==> src/sv/max_tracking_stack_assert.svh <==
// assertion macros used by the stack datapath
`ifndef MAX_TRACKING_STACK_ASSERT_SVH
`define MAX_TRACKING_STACK_ASSERT_SVH

// condition in the same cycle
`define MTS_ASSERT_NOW(lbl, ante, cons, msg) \
  lbl: assert property (@(posedge clk) disable iff (rst) (ante) |-> (cons)) else $error(msg);

// condition in the following cycle
`define MTS_ASSERT_NEXT(lbl, ante, cons, msg) \
  lbl: assert property (@(posedge clk) disable iff (rst) (ante) |=> (cons)) else $error(msg);

`endif

==> src/sv/mts_pkg.sv <==
package mts_pkg;

  // command codes of an input word
  typedef logic [1:0] cmd_t;
  localparam cmd_t CMD_QUERY = 2'd0;
  localparam cmd_t CMD_PUSH  = 2'd1;
  localparam cmd_t CMD_POP   = 2'd2;

  // error codes of a result word
  typedef logic [1:0] err_t;
  localparam err_t ERR_OK    = 2'd0;
  localparam err_t ERR_EMPTY = 2'd1;
  localparam err_t ERR_FULL  = 2'd2;

  // commands from controller to datapath
  typedef struct packed {
    logic capture;
    logic exec;
    logic push;
    logic pop;
    logic load_top;
    logic load_out;
    err_t err_code;
  } ctrl_t;

  // status from datapath to controller
  typedef struct packed {
    logic is_push;
    logic is_pop;
    logic empty;
    logic full;
    logic one_left;
  } stat_t;

endpackage

==> src/sv/mts_datapath.sv <==
`include "max_tracking_stack_assert.svh"

module mts_datapath import mts_pkg::*; #(
  parameter int DEPTH     = 64,
  parameter int WORD_BITS = 32
) (
  input  logic                        clk,
  input  logic                        rst,
  input  ctrl_t                       ctrl,
  output stat_t                       stat,
  input  logic [1:0]                  command,
  input  logic signed [WORD_BITS-1:0] value,
  output logic signed [WORD_BITS-1:0] top_value,
  output logic signed [WORD_BITS-1:0] max_value,
  output logic                        is_empty,
  output logic                        is_full,
  output logic [1:0]                  error
);

  localparam int CNT_BITS  = $clog2(DEPTH + 1);
  localparam int ADDR_BITS = (DEPTH > 1) ? $clog2(DEPTH) : 1;
  localparam logic [CNT_BITS-1:0] FULL_COUNT = CNT_BITS'(DEPTH);

  // levels below the top, the top itself sits in registers
  logic signed [WORD_BITS-1:0] entry_mem [DEPTH];
  logic signed [WORD_BITS-1:0] rmax_mem  [DEPTH];

  cmd_t                        cmd_q;
  logic signed [WORD_BITS-1:0] val_q;
  logic signed [WORD_BITS-1:0] top_reg;
  logic signed [WORD_BITS-1:0] max_reg;
  logic signed [WORD_BITS-1:0] rd_entry;
  logic signed [WORD_BITS-1:0] rd_max;
  logic [CNT_BITS-1:0]         count;
  err_t                        err_q;

  logic [CNT_BITS-1:0]         count_m1;
  logic [CNT_BITS-1:0]         count_m2;
  logic [ADDR_BITS-1:0]        wr_addr;
  logic [ADDR_BITS-1:0]        rd_addr;
  logic signed [WORD_BITS-1:0] push_max;

  // addresses around the top level
  assign count_m1 = count - CNT_BITS'(1);
  assign count_m2 = count - CNT_BITS'(2);
  assign wr_addr  = count_m1[ADDR_BITS-1:0];
  assign rd_addr  = count_m2[ADDR_BITS-1:0];

  // running maximum for a new level, ties keep the older maximum
  assign push_max = ((count != '0) && !(val_q > max_reg)) ? max_reg : val_q;

  // status towards the controller
  assign stat.is_push  = (cmd_q == CMD_PUSH);
  assign stat.is_pop   = (cmd_q == CMD_POP);
  assign stat.empty    = (count == '0);
  assign stat.full     = (count == FULL_COUNT);
  assign stat.one_left = (count == CNT_BITS'(1));

  // fill count
  always_ff @(posedge clk) begin
    if (rst) begin
      count <= '0;
    end else if (ctrl.push) begin
      count <= count + CNT_BITS'(1);
    end else if (ctrl.pop) begin
      count <= count_m1;
    end
  end

  // input word capture, top registers and error code
  always_ff @(posedge clk) begin
    if (ctrl.capture) begin
      cmd_q <= command;
      val_q <= value;
    end
    if (ctrl.exec) begin
      err_q <= ctrl.err_code;
    end
    if (ctrl.push) begin
      top_reg <= val_q;
      max_reg <= push_max;
    end else if (ctrl.load_top) begin
      top_reg <= rd_entry;
      max_reg <= rd_max;
    end
  end

  // stack memory: spill the old top on push, fetch the level below on pop
  always_ff @(posedge clk) begin
    if (ctrl.push && (count != '0)) begin
      entry_mem[wr_addr] <= top_reg;
      rmax_mem[wr_addr]  <= max_reg;
    end
    if (ctrl.pop) begin
      rd_entry <= entry_mem[rd_addr];
      rd_max   <= rmax_mem[rd_addr];
    end
  end

  // result word register
  always_ff @(posedge clk) begin
    if (ctrl.load_out) begin
      top_value <= (count == '0) ? '0 : top_reg;
      max_value <= (count == '0) ? '0 : max_reg;
      is_empty  <= (count == '0);
      is_full   <= (count == FULL_COUNT);
      error     <= err_q;
    end
  end

  `MTS_ASSERT_NOW(a_count_range, 1'b1, count <= FULL_COUNT, "fill count beyond depth")
  `MTS_ASSERT_NOW(a_push_not_full, ctrl.push, count != FULL_COUNT, "push issued on full stack")
  `MTS_ASSERT_NOW(a_pop_not_empty, ctrl.pop, count != '0, "pop issued on empty stack")
  `MTS_ASSERT_NEXT(a_push_count, ctrl.push, count == ($past(count) + CNT_BITS'(1)), "push count slip")

endmodule

==> src/sv/mts_controller.sv <==
module mts_controller import mts_pkg::*; (
  input  logic  clk,
  input  logic  rst,
  input  logic  in_valid,
  output logic  in_stall,
  output logic  out_valid,
  input  logic  out_stall,
  input  stat_t stat,
  output ctrl_t ctrl
);

  typedef enum logic [1:0] {
    S_IDLE,
    S_EXEC,
    S_LOAD,
    S_RESULT
  } state_t;

  state_t state;
  logic   out_free;

  assign in_stall = (state != S_IDLE);
  assign out_free = !out_valid || !out_stall;

  // command decode per state
  always_comb begin
    ctrl          = '0;
    ctrl.err_code = ERR_OK;
    ctrl.capture  = (state == S_IDLE) && in_valid;
    case (state)
      S_EXEC: begin
        ctrl.exec = 1'b1;
        if (stat.is_push) begin
          if (stat.full) begin
            ctrl.err_code = ERR_FULL;
          end else begin
            ctrl.push = 1'b1;
          end
        end else if (stat.is_pop) begin
          if (stat.empty) begin
            ctrl.err_code = ERR_EMPTY;
          end else begin
            ctrl.pop = 1'b1;
          end
        end
      end
      S_LOAD: begin
        ctrl.load_top = 1'b1;
      end
      S_RESULT: begin
        ctrl.load_out = out_free;
      end
      default: begin
      end
    endcase
  end

  // state and output valid
  always_ff @(posedge clk) begin
    if (rst) begin
      state     <= S_IDLE;
      out_valid <= 1'b0;
    end else begin
      if (out_valid && !out_stall) begin
        out_valid <= 1'b0;
      end
      case (state)
        S_IDLE: begin
          if (in_valid) begin
            state <= S_EXEC;
          end
        end
        S_EXEC: begin
          // a pop that leaves entries needs the level below from memory
          if (stat.is_pop && !stat.empty && !stat.one_left) begin
            state <= S_LOAD;
          end else begin
            state <= S_RESULT;
          end
        end
        S_LOAD: begin
          state <= S_RESULT;
        end
        S_RESULT: begin
          if (out_free) begin
            out_valid <= 1'b1;
            state     <= S_IDLE;
          end
        end
        default: begin
          state <= S_IDLE;
        end
      endcase
    end
  end

endmodule

==> src/sv/max_tracking_stack.sv <==
// channel  | handshake            | payload
// input    | in_valid / in_stall  | command, value
// output   | out_valid / out_stall| top_value, max_value, is_empty, is_full, error
//
// query, push and refused commands pass S_EXEC and then S_RESULT; a pop that leaves
// entries also passes S_LOAD for the stack memory read of the level below the top;
// the next word is accepted only once the controller is back in S_IDLE
// rst clears the fill count, returns the controller to idle and drops out_valid,
// the stack memory is not cleared
// a new word is accepted while the previous result waits under out_stall

module max_tracking_stack import mts_pkg::*; #(
  parameter int DEPTH     = 64,
  parameter int WORD_BITS = 32
) (
  input  logic                        clk,
  input  logic                        rst,
  input  logic                        in_valid,
  output logic                        in_stall,
  input  logic [1:0]                  command,
  input  logic signed [WORD_BITS-1:0] value,
  output logic                        out_valid,
  input  logic                        out_stall,
  output logic signed [WORD_BITS-1:0] top_value,
  output logic signed [WORD_BITS-1:0] max_value,
  output logic                        is_empty,
  output logic                        is_full,
  output logic [1:0]                  error
);

  ctrl_t ctrl;
  stat_t stat;

  // sequencing
  mts_controller u_ctrl (
    .clk       (clk),
    .rst       (rst),
    .in_valid  (in_valid),
    .in_stall  (in_stall),
    .out_valid (out_valid),
    .out_stall (out_stall),
    .stat      (stat),
    .ctrl      (ctrl)
  );

  // stack storage and result word
  mts_datapath #(
    .DEPTH     (DEPTH),
    .WORD_BITS (WORD_BITS)
  ) u_dp (
    .clk       (clk),
    .rst       (rst),
    .ctrl      (ctrl),
    .stat      (stat),
    .command   (command),
    .value     (value),
    .top_value (top_value),
    .max_value (max_value),
    .is_empty  (is_empty),
    .is_full   (is_full),
    .error     (error)
  );

endmodule

==> config.mk <==
export PLATFORM = sky130hd
export DESIGN_NAME = max_tracking_stack
export DESIGN_NICKNAME = d
export VERILOG_FILES = /design/src/sv/mts_pkg.sv /design/src/sv/mts_datapath.sv /design/src/sv/mts_controller.sv /design/src/sv/max_tracking_stack.sv
export VERILOG_INCLUDE_DIRS = /design/src /design/src/sv
export SDC_FILE = /design/constraint.sdc
export NUM_CORES = 2
export LEC_CHECK = 0
export BUFFER_PORTS_ARGS = -buffer_cell sky130_fd_sc_hd__buf_4
export CAP_MARGIN = 20
export CORE_UTILIZATION = 35
export CTS_CLUSTER_DIAMETER = 80
export DETAILED_ROUTE_END_ITERATION = 7
export PLACE_DENSITY = 0.49
export SETUP_SLACK_MARGIN = 0.05
export SLEW_MARGIN = 20
export SYNTH_ARGS = -nofsm -noshare
export SYNTH_HDL_FRONTEND = slang
export SYNTH_SLANG_ARGS = --single-unit
==> constraint.sdc <==
create_clock -name clk -period 6.5 [get_ports clk]
set_clock_uncertainty 0.1 [all_clocks]
set_input_delay 0.975 -clock clk [delete_from_list [all_inputs] [get_ports clk]]
set_output_delay 0.975 -clock clk [all_outputs]
set_load 0.02 [all_outputs]
Word level (Yosys, flattened, before mapping)
Memory sizes are Yosys's and may differ from the RTL's. A register that Yosys moved wholly into a read port is not among the register bits.
Index checks and enable logic that the tools add are counted.
Widths: inputs -> output; s select.
{"block": "op_classes", "add_sub_neg": 3, "n_lt_le_gt_ge": 1, "n_eq_ne": 10, "n_mux": 28, "n_reduce_logical": 20}
{"operator": "$mux 32", "count": 5}
{"operator": "$gt 32x32->1", "count": 1}
{"operator": "$mux 1", "count": 14}
{"operator": "$mux 7", "count": 2}
{"operator": "$mux 2", "count": 5}
{"operator": "$pmux 2 s4", "count": 1}
{"operator": "$add 7x1->7 const B", "count": 1}
{"operator": "$eq 7x1->1 const B", "count": 1}
{"operator": "$eq 7x7->1 const B", "count": 1}
{"operator": "$logic_not 7->1", "count": 1}
{"operator": "$reduce_bool 7->1", "count": 1}
{"operator": "$sub 7x1->7 const B", "count": 1}
{"operator": "$eq 2x2->1 const B", "count": 3}
{"operator": "$logic_and 1x1->1", "count": 6}
{"operator": "$reduce_bool 2->1", "count": 3}
{"operator": "$sub 6x2->6 const B", "count": 1}
{"operator": "$logic_not 1->1", "count": 5}
{"operator": "$eq 2x1->1 const B", "count": 2}
{"operator": "$ne 2x2->1 const B", "count": 2}
{"operator": "$reduce_and 2->1", "count": 2}
{"operator": "$mux 3", "count": 1}
{"operator": "$logic_not 2->1", "count": 1}
{"operator": "$ne 2x1->1 const B", "count": 1}
{"operator": "$logic_or 1x1->1", "count": 1}
{"block": "word_totals", "register_bits": 178, "mem_bits_rw": 4096, "in_bits": 38, "out_inout_bits": 70, "wordCells": 77, "mem_count": 2}
{"memory": "u_dp.entry_mem", "depth": 64, "width": 32, "rd": 1, "rd_clocked_by_memory_dff": 1, "wr": 1, "line": "mts_datapath.sv:25", "text": "logic signed [WORD_BITS-1:0] entry_mem [DEPTH];"}
{"memory": "u_dp.rmax_mem", "depth": 64, "width": 32, "rd": 1, "rd_clocked_by_memory_dff": 1, "wr": 1, "line": "mts_datapath.sv:26", "text": "logic signed [WORD_BITS-1:0] rmax_mem [DEPTH];"}

Logic depth before layout (Yosys ltp)
{"block": "logic_depth", "word_depth": 8, "mapped_depth": 17, "mapped_depth_nobuf": 8}

Hierarchy
From an unflattened synthesis, not the netlist that was laid out.
{"block": "unflattened", "hier_cells": 6677, "area_unflattened_um2": 164501.5}
{"mod": "mts_datapath", "n_inst": 1, "cells_each": 6644, "area_each_um2": 164240.0, "seq_area_each_um2": 130104.8}
{"mod": "mts_controller", "n_inst": 1, "cells_each": 33, "area_each_um2": 261.5, "seq_area_each_um2": 60.1}

Least setup slack after synthesis
No wires, ideal clock.
{"block": "synth_path", "path_kind": "input-to-reg", "start": "input port out_stall", "end": "register u_dp.error[0], enable pin", "setup_ns": 0.598, "arrival_ns": 5.902, "required_ns": 5.802, "setup_slack_ns": -0.100, "cell_stages": 1, "path_buffers": 0, "path_cell_list": "a21boi_0"}
{"block": "synth_between", "elab_chain_len": 3}
{"element": "start: declaration", "line": "max_tracking_stack.sv:23", "text": "input logic out_stall,"}
{"element": "$logic_not 1->1", "line": "mts_controller.sv:23", "text": "assign out_free = !out_valid || !out_stall;"}
{"element": "$logic_or 1x1->1", "line": "mts_controller.sv:23"}
{"element": "$mux 1", "line": "mts_controller.sv:30", "text": "case (state)"}
{"element": "end signal: assignment", "line": "mts_datapath.sv:107", "text": "error <= err_q;"}
{"element": "end: declaration", "line": "mts_datapath.sv:17", "text": "output logic [1:0] error"}
No other way between the ends.
A chain may end at the register's enable or synchronous reset.

Final worst setup path
{"block": "layout_path", "start": "register u_dp.max_reg[13]", "end": "register u_dp.max_reg[26], enable pin"}
{"block": "layout_between", "elab_chain_len": 5}
{"element": "start: declaration", "line": "mts_datapath.sv:31", "text": "logic signed [WORD_BITS-1:0] max_reg;"}
{"element": "start signal: assignment", "line": "mts_datapath.sv:81", "text": "max_reg <= push_max;"}
{"element": "start signal: assignment", "line": "mts_datapath.sv:84", "text": "max_reg <= rd_max;"}
{"element": "$gt 32x32->1", "line": "mts_datapath.sv:50", "text": "assign push_max = ((count != '0) && !(val_q > max_reg)) ? max_reg : val_q;"}
{"element": "$logic_not 1->1", "line": "mts_datapath.sv:50"}
{"element": "$logic_and 1x1->1", "line": "mts_datapath.sv:50"}
{"element": "$ne 2x2->1 (no line)"}
{"element": "$reduce_and 2->1 (no line)"}
No other way between the ends.

==> results.cfg <==
[final_layout]
multi_input_area_mm2 = 0.0344
final_core_util_pct = 40.7
reg.largest.list = u_dp.entry_mem: 2048 flops, u_dp.rmax_mem: 2048 flops
areaGrowthSynthToFinish_pct = 15.5
nets = 7610
fill_cells = 40900
layout-drive-gt1-share_pct = 30.1
layout_common_cells = 4,328 x edfxtp_1, 1,216 x mux4_2, 454 x clkbuf_16
final_common_cell = edfxtp_1
register_area_mm2 = 0.130
postLayoutCellArea_mm2 = 0.192

[synth]
yosys_register_bits = 4338
synth_area_per_cell_um2 = 23.8
netlist_top_cells_area = edfxtp_1 78%, mux4_2 17%, nand2_1 0.58%
synth_top_area_cell = edfxtp_1
ys_warn_count = 0
synth_cell_type_count = 51
synth_edf_count = 4328
syn-num-nets = 7057
synth_top_area_share_pct = 78.4
syn_area_mm2 = 0.166
ys_async_sr_fraction_pct = 0
yosysSeqAreaShare_pct = 78.5
synth_flop_cell = edfxtp_1
postSynthCellCount = 6976

[placed_design]
gp_congestion = 0.809
io_buffers = 107
postPlaceCellArea_mm2 = 0.177
post-dp-hpwl_mm = 296

[sta]
finalHoldViolations = 0
whs_ns = 0.0833
max_freq_mhz = 211
slew_headroom_pct = 22.9
slew_violations = 0
tns_ns = 0
setup_viol = 0
period_minus_slack_ns = 4.73
post-route-period-util_pct = 72.8
grt_setup_unrepaired = false
worst_pin_slew_ns = 1.14

[routing]
vias_per_cell = 5.62
detail-route-antenna-nets = 0
wl_per_cell_um = 35.7
firstDrtPassIters = 5
drc = 0
wl_mm = 505
drt_iter0_drc = 9442
vias = 79400

[worst_hold_path]
hold_class = primary input to register
holdPathStages = 1

[floorplan]
core_area_mm2 = 0.471
start_util_pct = 35.2
die_area_mm2 = 0.477
dieHeight_um = 690
rows = 252
die_w_um = 690
ios = 108

[clock_network]
cts-htree-levels = 5
clk_pin_slew_ns = 0.06
ctsResizeCount = 0
cts_buffer_depth = 4
tritoncts = built
clk_root_buffer_cell = clkbuf_16
post_cts_buffers = 0
cts_made_buffers = 446
clk_latency_ns = 1.02
cts_hold_buf = 24
numClockSinks = 4338

[worst_setup_path]
path_common_cell = buf_4
required_ns = 7.07
critPathKind = register to register
crit_path_start = u_dp.max_reg[13]
r2r_slack_ns = 1.77
reg2reg_depth = 10
cp-start-kind = register
cp-endpoint = u_dp.max_reg[26]
end_kind = register
crit_slowest_cell = nor4_1
critPathMaxFanout = 65
critical_path_arrival_ns = 5.31
crit_chain = buf_4 > inv_1 > ha_1 > nand4_1 > nor4_1 > o21ai_0 > a21oi_1 > o211ai_1 > nand3_2 > buf_4
slowest_delay_ns = 0.73
reg2reg_from = u_dp.max_reg[13]
r2r_end = u_dp.max_reg[26]

[power_and_ir_drop]
p_int_mw = 51.9
power_frac_comb_pct = 16.2
p_per_area_mw_per_mm2 = 371
p_seq_share_pct = 48.4
power_leakage_nw = 57.5
peakVddDrop_v = 0.000298
switching_power_mw = 19.2
power.total_mw = 71.1
switching_share_pct = 27.0
clkPwrFrac_pct = 35.4

[global_route]
grt_first_pass_wirelength_mm = 689
grt.total_usage_pct = 20.8
grt_pass1_vias = 80000
grt_overflow_total = 0
grt_max_degree = 132
antenna_found_initial = 32

[flow_run]
drv_cap = 0

[run_status]
outcome = completed
[logic make-up (layout without fill, tap and decap cells)]
logic type               count (synthesis)  after routing  share of synthesized area (%)
AO/OA/AOI/OAI                          306            306                           1.50
XOR/XNOR                                14             14                         0.0785
adder cells (fa/ha/maj)                 43             43                          0.324
multiplexers                          1282           1282                           16.9
flip-flops                            4338           4338                           78.5
buffers and inverters                  406           1329                           1.17
AND/OR/NAND/NOR                        587            587                           1.55
other                                    0             17                              0
[power by group through the flow]
stage,logic [mW],clock network (mW),registers (mW)
global placement,11.5,0,35.0
finish,11.5,25.2,34.4
floorplan,5.02,0,36.4
CTS,11.8,25.6,34.4
global route,12.2,26.6,34.4
detailed placement,11.7,0,35.0
[cell type report]
cell class	instances	area share, %
multi-input combinational	2232	18.0
tap	6223	4.06
antenna	17	0.0222
clock inverter	272	1.27
sequential	4338	67.9
timing repair buffer	470	2.58
clock buffer	546	6.11
inverter	41	0.0803
[how the worst min path moves through the flow]
stage | end | from | slack, ns
finish | u_dp.val_q[28] | value[28] | 0.08
global route | u_dp.val_q[29] | value[29] | 0.03
CTS | u_dp.val_q[29] | value[29] | 0.006
detailed placement | u_dp.error[0] | u_dp.err_q[0] | 0.33
global placement | u_dp.error[1] | u_dp.err_q[1] | 0.33
floorplan | u_dp.error[0] | u_dp.err_q[0] | 0.30
[critical path, delay by kind of cell, from the launching register on]
family          cells  cell delay, ns
simple gates        3            1.44
compound gates      3            1.01
fa+ha+maj           1            0.33
buf+inv             3            1.11
flops               1            0.32
[metrics by stage]
| step | setup slack, ns | instances |
|---|---|---|
| 2_1_floorplan | 0.316 | 6976 |
| 6_report | 1.77 | 14100 |
| 4_1_cts | 1.83 | 14100 |
| 3_5_place_dp | 1.85 | 13300 |
| 5_1_grt | 1.71 | 14100 |
| 3_3_place_gp | 1.86 | 13300 |
[metal layers]
layer	global-route usage, %	wire length (um)	up-vias	part of all wire (%)
met5	0	22	-	0.0044
met1	28.6	210000	44600	42
met2	34.6	248000	2981	49
met3	2.79	30200	668	6.0
met4	6.01	16300	4	3.2
li1	-	-	31200	-
[synthesized netlist by cell type, types with 9 or more instances]
library cell  number
edfxtp_1        4328
mux4_2          1216
nand2_1          256
nor2_1           185
clkbuf_1         146
buf_2            142
a211oi_1          66
mux2i_1           66
nand2b_1          66
o2111a_1          64
o2111ai_1         64
o22ai_1           64
buf_4             50
ha_1              43
inv_1             41
nor2b_1           36
buf_1             21
a21oi_1           18
dfxtp_1           10
nand3_1           10
xnor2_1            9
Power figures use the tool's default switching activity.
